===== config.mk =====
export PLATFORM = sky130hd
export DESIGN_NAME = block_permutation_cipher_flat
export DESIGN_NICKNAME = d
export VERILOG_FILES = /design/src/design/bpc_pkg.sv /design/src/design/bpc_ifs.sv /design/src/design/block_permutation_cipher.sv /design/src/flat_wrapper.sv
export SDC_FILE = /design/constraint.sdc
export NUM_CORES = 1
export LEC_CHECK = 0
export ABC_AREA = 1
export BUFFER_PORTS_ARGS = -buffer_cell sky130_fd_sc_hd__buf_2
export CAP_MARGIN = 5
export CORE_UTILIZATION = 51
export DETAILED_ROUTE_END_ITERATION = 7
export HOLD_SLACK_MARGIN = 0.08
export PLACE_DENSITY_LB_ADDON = 0.1
export SLEW_MARGIN = 20
export SYNTH_ARGS = -nofsm -noshare
export SYNTH_HDL_FRONTEND = slang
export SYNTH_SLANG_ARGS = --single-unit

===== constraint.sdc =====
create_clock -name clk -period 3.64 [get_ports clk]
set_clock_uncertainty 0.1 [all_clocks]
set_input_delay 0.364 -clock clk [delete_from_list [all_inputs] [get_ports clk]]
set_output_delay 0.364 -clock clk [all_outputs]
set_load 0.03 [all_outputs]

===== src/design/bpc_pkg.sv =====
// shared constants and widths for the block permutation cipher
package bpc_pkg;

  localparam int BYTE_W                 = 8;
  localparam int DIGIT_W                = 4;
  localparam int KEY_DIGIT_COUNT        = 9;
  localparam int KEY_W                  = DIGIT_W * KEY_DIGIT_COUNT;
  localparam int KEY_LEN_W              = 4;
  localparam int DEFAULT_MAX_KEY_DIGITS = 9;

  localparam int APB_DATA_W = 64;
  localparam int APB_ADDR_W = 5;

  // register indexes, taken from paddr[4:3]
  localparam logic [1:0] REG_KEY_DIGITS   = 2'd0;
  localparam logic [1:0] REG_KEY_LENGTH   = 2'd1;
  localparam logic [1:0] REG_PAD_CHAR     = 2'd2;
  localparam logic [1:0] REG_DECRYPT_MODE = 2'd3;

  localparam logic [KEY_W-1:0]     KEY_DIGITS_RST = KEY_W'(1);
  localparam logic [KEY_LEN_W-1:0] KEY_LENGTH_RST = KEY_LEN_W'(1);
  localparam logic [BYTE_W-1:0]    PAD_CHAR_RST   = BYTE_W'(32);

endpackage


===== src/design/bpc_ifs.sv =====
// valid/ready stream interfaces for message bytes and permuted bytes
interface bpc_data_if;
  import bpc_pkg::*;
  logic              valid;
  logic              ready;
  logic [BYTE_W-1:0] data_byte;
  logic              last_byte;

  modport source (output valid, output data_byte, output last_byte, input ready);
  modport sink   (input valid, input data_byte, input last_byte, output ready);
endinterface

interface bpc_result_if;
  import bpc_pkg::*;
  logic              valid;
  logic              ready;
  logic [BYTE_W-1:0] out_byte;
  logic              out_last;

  modport source (output valid, output out_byte, output out_last, input ready);
  modport sink   (input valid, input out_byte, input out_last, output ready);
endinterface


===== src/design/block_permutation_cipher.sv =====
// block transposition cipher: collects bytes into blocks, emits them permuted by the key
// a byte that does not close a block is stored, and the block stays ready for the next byte
// a closing byte starts mapping: the shared digit unit reads one key digit a cycle to build
// the permutation map, then each result byte goes through a load and a send state (send holds until ready)
// results leave through a registered output stage; no byte is taken until the block is sent
// rst is synchronous, active high: control, fill count, map flags and config registers return to defaults
module block_permutation_cipher #(
  parameter int MAX_KEY_DIGITS = bpc_pkg::DEFAULT_MAX_KEY_DIGITS
) (
  input  logic                          clk,
  input  logic                          rst,
  bpc_data_if.sink                      data_ch,
  bpc_result_if.source                  result_ch,
  input  logic                          psel,
  input  logic                          penable,
  input  logic                          pwrite,
  input  logic [bpc_pkg::APB_ADDR_W-1:0] paddr,
  input  logic [bpc_pkg::APB_DATA_W-1:0] pwdata,
  output logic [bpc_pkg::APB_DATA_W-1:0] prdata,
  output logic                          pready
);
  import bpc_pkg::*;

  // count holds 0..MAX, index addresses 0..MAX-1
  localparam int CNT_W = $clog2(MAX_KEY_DIGITS + 1);
  localparam int IDX_W = (MAX_KEY_DIGITS > 1) ? $clog2(MAX_KEY_DIGITS) : 1;

  typedef enum logic [3:0] {
    S_IDLE = 4'b0001,
    S_MAP  = 4'b0010,
    S_LOAD = 4'b0100,
    S_SEND = 4'b1000
  } state_t;

  // configuration registers
  logic [KEY_W-1:0]     key_digits;
  logic [KEY_LEN_W-1:0] key_length;
  logic [BYTE_W-1:0]    pad_char;
  logic                 decrypt_mode;

  // control state
  state_t               state;
  logic [CNT_W-1:0]     fill_count;
  logic [CNT_W-1:0]     step;        // key digit index while mapping, output index while sending
  logic                 last_flag;

  // block storage and permutation map (map_src: source slot of each output slot)
  logic [BYTE_W-1:0]    block_buffer [MAX_KEY_DIGITS];
  logic [IDX_W-1:0]     map_src      [MAX_KEY_DIGITS];
  logic [MAX_KEY_DIGITS-1:0] map_ok;

  logic [CNT_W-1:0]     blk_size;
  logic [CNT_W-1:0]     fill_base;
  logic [CNT_W-1:0]     fill_inc;
  logic                 block_close;
  logic                 in_fire;
  logic                 cfg_write;
  logic [1:0]           reg_sel;

  logic [KEY_W-1:0]     key_shift;
  logic [DIGIT_W-1:0]   digit;
  logic [DIGIT_W-1:0]   digit_m1;
  logic                 digit_ok;
  logic [IDX_W-1:0]     step_idx;
  logic [IDX_W-1:0]     dm1_idx;
  logic [IDX_W-1:0]     map_waddr;
  logic [IDX_W-1:0]     map_wdata;
  logic                 map_wen;
  logic                 map_wok;
  logic                 step_end;

  // ---------------------------------------------------------------
  // APB register file; address bits [4:3] pick the register
  // ---------------------------------------------------------------
  assign pready    = 1'b1;
  assign reg_sel   = paddr[4:3];
  assign cfg_write = psel && penable && pwrite;

  always_ff @(posedge clk) begin
    if (rst) begin
      key_digits   <= KEY_DIGITS_RST;
      key_length   <= KEY_LENGTH_RST;
      pad_char     <= PAD_CHAR_RST;
      decrypt_mode <= 1'b0;
    end else if (cfg_write) begin
      unique case (reg_sel)
        REG_KEY_DIGITS:   key_digits   <= pwdata[KEY_W-1:0];
        REG_KEY_LENGTH:   key_length   <= pwdata[KEY_LEN_W-1:0];
        REG_PAD_CHAR:     pad_char     <= pwdata[BYTE_W-1:0];
        REG_DECRYPT_MODE: decrypt_mode <= pwdata[0];
        default: ;
      endcase
    end
  end

  always_comb begin
    unique case (reg_sel)
      REG_KEY_DIGITS:   prdata = APB_DATA_W'(key_digits);
      REG_KEY_LENGTH:   prdata = APB_DATA_W'(key_length);
      REG_PAD_CHAR:     prdata = APB_DATA_W'(pad_char);
      REG_DECRYPT_MODE: prdata = APB_DATA_W'(decrypt_mode);
      default:          prdata = '0;
    endcase
  end

  // ---------------------------------------------------------------
  // block size: zero length counts as one, long keys saturate
  // ---------------------------------------------------------------
  always_comb begin
    if (key_length == '0) begin
      blk_size = CNT_W'(1);
    end else if ({1'b0, key_length} > (KEY_LEN_W + 1)'(MAX_KEY_DIGITS)) begin
      blk_size = CNT_W'(MAX_KEY_DIGITS);
    end else begin
      blk_size = CNT_W'(key_length);
    end
  end

  // ---------------------------------------------------------------
  // byte intake: a stale count (key shrunk mid-block) starts a new block
  // ---------------------------------------------------------------
  assign data_ch.ready = (state == S_IDLE);
  assign in_fire       = data_ch.valid && data_ch.ready;
  assign fill_base     = (fill_count >= blk_size) ? '0 : fill_count;
  assign fill_inc      = fill_base + CNT_W'(1);
  assign block_close   = (fill_inc >= blk_size) || data_ch.last_byte;

  always_ff @(posedge clk) begin
    if (in_fire) begin
      block_buffer[fill_base[IDX_W-1:0]] <= data_ch.data_byte;
    end
  end

  // ---------------------------------------------------------------
  // shared digit unit: one key digit per cycle, shift past the key reads zero
  // ---------------------------------------------------------------
  assign step_idx  = step[IDX_W-1:0];
  assign key_shift = key_digits >> {step, 2'b00};
  assign digit     = key_shift[DIGIT_W-1:0];
  assign digit_ok  = (digit != '0) && (digit <= DIGIT_W'(blk_size));
  assign digit_m1  = digit - DIGIT_W'(1);
  assign dm1_idx   = digit_m1[IDX_W-1:0];
  assign step_end  = (step == blk_size - CNT_W'(1));

  // encrypt: out slot j reads slot digit j - 1
  // decrypt: out slot digit j - 1 reads slot j, first match wins
  always_comb begin
    if (decrypt_mode) begin
      map_waddr = dm1_idx;
      map_wdata = step_idx;
      map_wen   = digit_ok && !map_ok[dm1_idx];
      map_wok   = 1'b1;
    end else begin
      map_waddr = step_idx;
      map_wdata = dm1_idx;
      map_wen   = 1'b1;
      map_wok   = digit_ok;
    end
  end

  always_ff @(posedge clk) begin
    if (state == S_MAP && map_wen) begin
      map_src[map_waddr] <= map_wdata;
    end
  end

  always_ff @(posedge clk) begin
    if (rst) begin
      map_ok <= '0;
    end else if (in_fire && block_close) begin
      map_ok <= '0;
    end else if (state == S_MAP && map_wen) begin
      map_ok[map_waddr] <= map_wok;
    end
  end

  // ---------------------------------------------------------------
  // sequencer
  // ---------------------------------------------------------------
  always_ff @(posedge clk) begin
    if (rst) begin
      state      <= S_IDLE;
      fill_count <= '0;
      step       <= '0;
      last_flag  <= 1'b0;
    end else begin
      unique case (state)
        S_IDLE: begin
          if (in_fire) begin
            fill_count <= fill_inc;
            last_flag  <= data_ch.last_byte;
            step       <= '0;
            if (block_close) begin
              state <= S_MAP;
            end
          end
        end
        S_MAP: begin
          if (step_end) begin
            step  <= '0;
            state <= S_LOAD;
          end else begin
            step <= step + CNT_W'(1);
          end
        end
        S_LOAD: begin
          state <= S_SEND;
        end
        S_SEND: begin
          if (result_ch.ready) begin
            if (step_end) begin
              fill_count <= '0;
              state      <= S_IDLE;
            end else begin
              step  <= step + CNT_W'(1);
              state <= S_LOAD;
            end
          end
        end
        default: state <= S_IDLE;
      endcase
    end
  end

  // ---------------------------------------------------------------
  // output register: unmapped slots and slots past the fill carry the pad
  // ---------------------------------------------------------------
  always_ff @(posedge clk) begin
    if (state == S_LOAD) begin
      if (map_ok[step_idx] && (CNT_W'(map_src[step_idx]) < fill_count)) begin
        result_ch.out_byte <= block_buffer[map_src[step_idx]];
      end else begin
        result_ch.out_byte <= pad_char;
      end
      result_ch.out_last <= last_flag && step_end;
    end
  end

  assign result_ch.valid = (state == S_SEND);

endmodule

===== src/flat_wrapper.sv =====
// flat-port wrapper written by rule: the top's interface ports become plain ports
module block_permutation_cipher_flat import bpc_pkg::*;
#(
  parameter int MAX_KEY_DIGITS = bpc_pkg::DEFAULT_MAX_KEY_DIGITS
)
  (clk, rst, psel, penable, pwrite, paddr, pwdata, prdata, pready, data_ch_valid, data_ch_data_byte, data_ch_last_byte, data_ch_ready, result_ch_valid, result_ch_out_byte, result_ch_out_last, result_ch_ready);
  bpc_data_if data_ch_i ();
  bpc_result_if result_ch_i ();
  input  logic clk;
  input  logic rst;
  input  logic psel;
  input  logic penable;
  input  logic pwrite;
  input  logic [bpc_pkg::APB_ADDR_W-1:0] paddr;
  input  logic [bpc_pkg::APB_DATA_W-1:0] pwdata;
  output logic [bpc_pkg::APB_DATA_W-1:0] prdata;
  output logic pready;
  input wire logic [$bits(data_ch_i.valid)-1:0] data_ch_valid;
  input wire logic [$bits(data_ch_i.data_byte)-1:0] data_ch_data_byte;
  input wire logic [$bits(data_ch_i.last_byte)-1:0] data_ch_last_byte;
  output wire logic [$bits(data_ch_i.ready)-1:0] data_ch_ready;
  output wire logic [$bits(result_ch_i.valid)-1:0] result_ch_valid;
  output wire logic [$bits(result_ch_i.out_byte)-1:0] result_ch_out_byte;
  output wire logic [$bits(result_ch_i.out_last)-1:0] result_ch_out_last;
  input wire logic [$bits(result_ch_i.ready)-1:0] result_ch_ready;
  assign data_ch_i.valid = data_ch_valid;
  assign data_ch_i.data_byte = data_ch_data_byte;
  assign data_ch_i.last_byte = data_ch_last_byte;
  assign data_ch_ready = data_ch_i.ready;
  assign result_ch_valid = result_ch_i.valid;
  assign result_ch_out_byte = result_ch_i.out_byte;
  assign result_ch_out_last = result_ch_i.out_last;
  assign result_ch_i.ready = result_ch_ready;
  block_permutation_cipher #(.MAX_KEY_DIGITS(MAX_KEY_DIGITS)) u_core (.clk(clk), .rst(rst), .data_ch(data_ch_i), .result_ch(result_ch_i), .psel(psel), .penable(penable), .pwrite(pwrite), .paddr(paddr), .pwdata(pwdata), .prdata(prdata), .pready(pready));
endmodule

Yosys cells after proc, flatten, opt, wreduce, memory -nomap -nowiden
Memory sizes are Yosys's and may differ from the RTL's. A register that Yosys moved wholly into a read port is not among the register bits.
Index checks and enable logic that the tools add are counted.
{"block": "word_totals", "ram_bits": 108, "regBits": 80, "latch_bits": 0, "inputBits": 85, "rom_bits": 0, "n_memories": 2}
{"block": "classes", "n_div": 0, "eq_ne": 14, "n_reduce_logical": 26, "magnitude_cmp": 9, "n_mul": 0, "bitwise": 0, "add_sub_neg": 4, "mux": 37, "shifts": 1}
{"memory": "u_core.block_buffer", "words": 9, "width": 8, "read_ports": 1, "rd_clocked_by_memory_dff": 0, "write_ports": 1, "line_no": "block_permutation_cipher.sv:48", "rtl": "logic [BYTE_W-1:0] block_buffer [MAX_KEY_DIGITS];"}
{"memory": "u_core.map_src", "words": 9, "width": 4, "read_ports": 1, "rd_clocked_by_memory_dff": 1, "write_ports": 1, "line_no": "block_permutation_cipher.sv:49", "rtl": "logic [IDX_W-1:0] map_src [MAX_KEY_DIGITS];"}
{"op": "case mux 64 bit (4 select lines)", "count": 1}
{"op": "two-way mux 4 bit", "count": 18}
{"op": ">> shifter 36 x 6 -> 4 bit", "count": 1}
{"op": "case mux 4 bit (4 select lines)", "count": 1}
{"op": "< comparator 4 x 5 -> 1 bit (second input constant)", "count": 3}
{"op": "case mux 4 bit (3 select lines)", "count": 1}
{"op": "AND reduction 4 bit", "count": 3}
{"op": "logical AND 1 bit", "count": 10}
{"op": "AND reduction 2 bit", "count": 5}
{"op": "bitwise mux 9 bit", "count": 1}
{"op": "two-way mux 1 bit", "count": 9}
{"op": "adder 4 x 1 -> 4 bit (second input constant)", "count": 2}
{"op": "binary-select mux 1 bit (select 4 bit)", "count": 2}
{"op": "greater-or-equal comparator 4 bit", "count": 2}
{"op": "two-way mux 8 bit", "count": 1}
{"op": "case mux 4 bit (2 select lines)", "count": 1}
{"op": "subtractor 4 x 1 -> 4 bit (second input constant)", "count": 2}
{"op": "!= test 2 x 1 -> 1 bit (second input constant)", "count": 3}
{"op": "!= test 2 bit (second input constant)", "count": 3}
{"op": "demux 1 bit (select 4 bit)", "count": 1}
{"op": "equality test 2 bit (second input constant)", "count": 2}
{"op": "equality test 4 x 1 -> 1 bit (second input constant)", "count": 1}
{"op": "equality test 4 x 2 -> 1 bit (second input constant)", "count": 1}
{"op": "equality test 4 x 3 -> 1 bit (second input constant)", "count": 1}
{"op": "16 further kinds", "count": 16}

Logic depth before layout (Yosys ltp)
{"block": "depth", "depth_word": 11, "ltp_mapped": 22}

Worst setup path after synthesis
Ideal clock, no wire load.
{"block": "synth_path", "kind": "register -> register", "start": "register u_core.key_length[3]", "end": "register u_core.map_ok[0]", "stages_incl_launch_ff": 23, "setup_slack_ns": 0.189, "period_less_slack_ns": 3.451, "n_path_buf": 0, "arrival_ns": 3.288, "cell_sequence": "dfxtp_1 clkinv_1 o21ai_0 a21oi_2 inv_1 ha_1 nor2_1 o211ai_1 nand3_1 nor2_1 inv_1 ha_1 inv_1 ha_1 o21ai_0 inv_1 o21ai_0 inv_1 o21ai_0 a31oi_2 a21oi_2 nand2_1 nor2_2"}
{"block": "synth_via", "elab_chain_cells": 10}
{"element": "from (decl)", "line_no": "block_permutation_cipher.sv:37", "rtl": "logic [KEY_LEN_W-1:0] key_length;"}
{"element": "from (signal assigned)", "line_no": "block_permutation_cipher.sv:88", "rtl": "REG_KEY_LENGTH: key_length <= pwdata[KEY_LEN_W-1:0];"}
{"element": "> comparator 4 bit", "line_no": "block_permutation_cipher.sv:112", "rtl": "end else if ({1'b0, key_length} > (KEY_LEN_W + 1)'(MAX_KEY_DIGITS)) begin"}
{"element": "two-way mux 4 bit", "line_no": "block_permutation_cipher.sv:112"}
{"element": "two-way mux 4 bit *", "line_no": "block_permutation_cipher.sv:110", "rtl": "if (key_length == '0) begin"}
{"element": "greater-or-equal comparator 4 bit", "line_no": "block_permutation_cipher.sv:124", "rtl": "assign fill_base = (fill_count >= blk_size) ? '0 : fill_count;"}
{"element": "two-way mux 4 bit", "line_no": "block_permutation_cipher.sv:124"}
{"element": "adder 4 x 1 -> 4 bit", "line_no": "block_permutation_cipher.sv:125", "rtl": "assign fill_inc = fill_base + CNT_W'(1);"}
{"element": "greater-or-equal comparator 4 bit", "line_no": "block_permutation_cipher.sv:126", "rtl": "assign block_close = (fill_inc >= blk_size) || data_ch.last_byte;"}
{"element": "logical OR 1 bit", "line_no": "block_permutation_cipher.sv:126"}
{"element": "logical AND 1 bit", "line_no": "block_permutation_cipher.sv:170", "rtl": "end else if (in_fire && block_close) begin"}
{"element": "OR reduction 2 bit (no source line)"}
{"element": "to (signal, indexed assignment)", "line_no": "block_permutation_cipher.sv:173", "rtl": "map_ok[map_waddr] <= map_wok;"}
{"element": "to (decl)", "line_no": "block_permutation_cipher.sv:50", "rtl": "logic [MAX_KEY_DIGITS-1:0] map_ok;"}
Mark *: on every way between the ends. The rest lies on a longest branch, timed or not.
A chain may end at the register's enable or synchronous reset.

Worst setup path in the final report
{"block": "layout_path", "start": "register u_core.key_length[2]", "end": "register u_core.map_ok[6]"}
The elaborated chain is that of the path after synthesis.

==> results.sh <==
export IMPL_dr_first_iter_drc_count=357
export IMPL_multi_input_area_um2=3640
export IMPL_rr_worst_depth=22
export IMPL_drive_gt1_share_pct=17.7
export IMPL_crit_fanout=9
export IMPL_routed_wl_um=21300
export IMPL_diodes=0
export IMPL_antenna_found_initial=0
export IMPL_whs_path_depth=3
export IMPL_io_buffers=100
export IMPL_setup_violations=0
export IMPL_cts_root_buf="clkbuf_16"
export IMPL_max_slew_margin_rel_pct=28.3
export IMPL_clock_sinks=192
export IMPL_synthToLayoutAreaGrowth_pct=13.2
export IMPL_syn_area_per_cell_um2=8.71
export IMPL_cts_buffers_inserted=17
export IMPL_grt_max_degree=65
export IMPL_yosysWarnings=0
export IMPL_regArea_um2=5010
export IMPL_wl_per_cell_um=14.7
export IMPL_fillers=1628
export IMPL_period_needed_ns=3.35
export IMPL_fmax_mhz=299
export IMPL_hp_start="pwdata[9]"
export IMPL_finish_utilization_pct=59.6
export IMPL_grt_pass1_wl_um=34300
export IMPL_crit_top_cell="inv_1"
export IMPL_syn_area_um2=9580
export IMPL_maxCapViolCount=0
export IMPL_final_cell_area_um2=10800
export IMPL_hold_class="input pin to flip-flop"
export IMPL_die_x_um=139
export IMPL_synth_enable_flop_cells=117
export IMPL_place_congestion=0.838
export IMPL_vdd_drop_max_mv=0.447
export IMPL_leakage_uw=0.00452
export IMPL_path_cells="nor2_2, o21ai_1, a21oi_2, inv_2, ha_1, nand4_1, nand3_2, nor2_2, inv_1, ha_1, inv_1, ha_1, o21ai_0, inv_1, o21ai_1, inv_1, o21ai_1, a31oi_2, a21oi_2, buf_6, nand2_1, nor2_1"
export IMPL_cts_clk_slew_worst_paths_ns=0.08
export IMPL_cp_data_required_time_ns=3.91
export IMPL_vias=7387
export IMPL_io_pins=161
export IMPL_overflow=0
export IMPL_rsz0062_at_grt="no"
export IMPL_critical_path_max_stage_delay_ns=0.34
export IMPL_nNetsFinal=1315
export IMPL_htree_levels=4
export IMPL_rows=49
export IMPL_place_area_um2=10200
export IMPL_ant_nets=0
export IMPL_synth_main_ff_cell="edfxtp_1"
export IMPL_hold_viol=0
export IMPL_start_kind="flip-flop"
export IMPL_post_route_drc_count=6
export IMPL_synthArstFlopShare_pct=0
export IMPL_clock_latency_ns=0.44
export IMPL_post_dp_hpwl_um=15200
export IMPL_grtUsageTotal_pct=22.7
export IMPL_path_class="flip-flop to flip-flop"
export IMPL_via_per_inst=5.10
export IMPL_seq_area_frac_synth_pct=52.4
export IMPL_start_util_pct=52.6
export IMPL_endpoint_kind="flip-flop"
export IMPL_worst_slew_pin_slew_ns=1.06
export IMPL_ys_types=47
export IMPL_cts_tree="built"
export IMPL_clock_path_buffers=2
export IMPL_tns_ns=0
export IMPL_r2r_slack_ns=0.29
export IMPL_synth_seq_cells=192
export IMPL_crit_buf_inv=6
export IMPL_core_area_um2=18200
export IMPL_failed_checks="design-rule violations"
export IMPL_cp_slowest_cell="dfxtp_1"
export IMPL_cp_arrival_ns=3.62
export IMPL_cellPowerDensity_nw_per_um2=710
export IMPL_reg2reg_to="u_core.map_ok[6]$_SDFFE_PP0P_"
export IMPL_hold_end="u_core.key_digits[9]$_SDFFE_PP0P_"
export IMPL_grt_pass1_vias=6808
export IMPL_synthCells=1100
export IMPL_period_share_pct=92.0
export IMPL_slew_violations=0
export IMPL_drt_pass1_iter_count=8
export IMPL_status="finished with violations"
export IMPL_path_delay_family="compound AO/OA/AOI/OAI gates"
export IMPL_dieArea_um2=19300
export IMPL_die_h_um=139
export IMPL_r2r_start="u_core.key_length[2]$_SDFFE_PP0P_"
[what timing repair did]
| action | 4_1_cts | 5_1_grt |
|---|---|---|
| hold buffers | 4 | 0 |
| setup endpoints to repair | 2 | 12 |
| buffers inserted | 0 | 1 |
| resized for setup | 1 | 9 |
| pin swaps | 0 | 2 |
| hold endpoints to repair | 4 | 0 |
[Yosys cell counts (2+ instances only)]
library cell	instances	area share, %
nand2_4	2	0.24
nand3_4	2	0.37
ha_1	23	3.0
a21oi_1	80	4.2
o21ai_1	8	0.42
buf_6	7	0.82
nand2_2	10	0.65
nand4_1	11	0.72
conb_1	2	0.078
xnor2_1	2	0.18
inv_4	2	0.13
buf_2	8	0.42
inv_1	135	5.3
nor2_2	4	0.26
clkbuf_1	20	0.78
o21ai_0	113	5.9
nand3_2	10	1.0
o21ai_2	2	0.18
edfxtp_1	117	37
buf_4	37	2.9
xor2_1	5	0.46
nand3_1	58	3.0
mux2i_1	4	0.42
inv_2	10	0.39
nor3_1	11	0.57
o22ai_1	16	1.0
clkinv_1	3	0.12
o211ai_1	14	1.1
nand2_1	167	6.5
a21oi_2	3	0.27
nor2_1	124	4.9
dfxtp_1	75	16
[worst reg2reg max path: cells and delay by family (launching register included)]
| family | cells | cell delay, ns |
|---|---|---|
| AO/OA/AOI/OAI | 7 | 0.89 |
| adder cells (fa/ha/maj) | 3 | 0.80 |
| buffers and inverters | 6 | 0.46 |
| flip-flops | 1 | 0.34 |
| AND/OR/NAND/NOR | 6 | 0.68 |
[where the power goes]
part / internal, uW / switching, uW / total, uW
Combinational: 1030 / 2170 / 3200
Clock: 910 / 896 / 1810
Sequential: 2590 / 107 / 2700
Total: 4530 / 3170 / 7700
[registers in the layout, indices dropped and copies added, names as in the netlist, 8 cells and up, named ones only]
register,cells
u_core.block_buffer,72
u_core.key_digits,36
u_core.map_src,36
u_core.map_ok,9
u_core.pad_char,8
u_core.result_ch.out_byte,8
[cell usage in the layout (no fill, tap or decap), drive strengths merged, types with 5 or more instances in the layout]
master | synthesis | routed
a21oi | 83 | 83
buf | 53 | 130
clkbuf | 20 | 17
conb | 2 | 29
inv | 147 | 156
dfxtp | 75 | 75
clkinv | 3 | 7
nand4 | 11 | 11
o21ai | 123 | 123
nand3 | 70 | 70
o22ai | 16 | 16
ha | 23 | 23
o211ai | 14 | 14
edfxtp | 117 | 117
xor2 | 5 | 5
nor3 | 12 | 12
nand2 | 179 | 179
nor2 | 129 | 129
[per-stage QoR]
| stage | hold slack (ns) | power (uW) | std cells | setup slack (ns) |
|---|---|---|---|---|
| 6_report | 0.0968 | 7700 | 1449 | 0.290 |
| 5_1_grt | 0.103 | 8240 | 1449 | 0.00936 |
| 4_1_cts | 0.0832 | 7730 | 1448 | 0.0272 |
| 3_5_place_dp | 0.357 | 5920 | 1412 | 0.0196 |
| 3_3_place_gp | 0.342 | 5890 | 1412 | 0.0981 |
| 2_1_floorplan | 0.330 | 5180 | 1127 | 0.189 |
[per-layer routing]
| metal | GRT usage (%) | vias up | wire length, um | part of all wire (%) |
|---|---|---|---|---|
| met4 | 6.61 | 0 | 324 | 1.5 |
| met1 | 29.3 | 3359 | 10000 | 47 |
| met3 | 4.07 | 26 | 771 | 3.6 |
| met2 | 38.9 | 162 | 10200 | 48 |
| li1 | - | 3840 | - | - |
| met5 | 0 | - | 0 | 0 |
[cell type report]
class,count,share of cell area (%)
Multi-Input combinational cell,712,33.6
Inverter,150,5.24
Clock buffer,17,3.92
Sequential cell,192,46.2
Tap cell,229,2.64
Clock inverter,15,1.32
Timing Repair Buffer,134,7.09
[how the worst max path moves through the flow]
stage / start / depth (start not counted) / end / slack [ns]
after floorplan: u_core.key_length[3]$_SDFFE_PP0P_ / 22 / u_core.map_ok[0]$_SDFFE_PP0P_ / 0.19
after global placement: u_core.key_length[1]$_SDFFE_PP0P_ / 22 / u_core.map_ok[0]$_SDFFE_PP0P_ / 0.1
after detailed placement: u_core.key_length[3]$_SDFFE_PP0P_ / 23 / u_core.map_ok[1]$_SDFFE_PP0P_ / 0.02
after CTS: u_core.key_length[1]$_SDFFE_PP0P_ / 22 / u_core.map_ok[6]$_SDFFE_PP0P_ / 0.03
after global routing: u_core.key_length[2]$_SDFFE_PP0P_ / 22 / u_core.map_ok[6]$_SDFFE_PP0P_ / 0.009
final: u_core.key_length[2]$_SDFFE_PP0P_ / 22 / u_core.map_ok[6]$_SDFFE_PP0P_ / 0.29
[kinds of logic (layout without fill, tap and decap cells)]
logic type / after synthesis / after routing / share of synthesized area, %
mux: 4 / 4 / 0.418
compound gates: 243 / 243 / 13.8
simple gates: 406 / 406 / 18.9
other cells: 2 / 29 / 0.0784
flops: 192 / 192 / 52.4
xor+xnor: 7 / 7 / 0.640
fa+ha+maj: 23 / 23 / 3.00
buf+inv: 223 / 316 / 10.9
No activity file was read; power rests on OpenSTA's default activity.
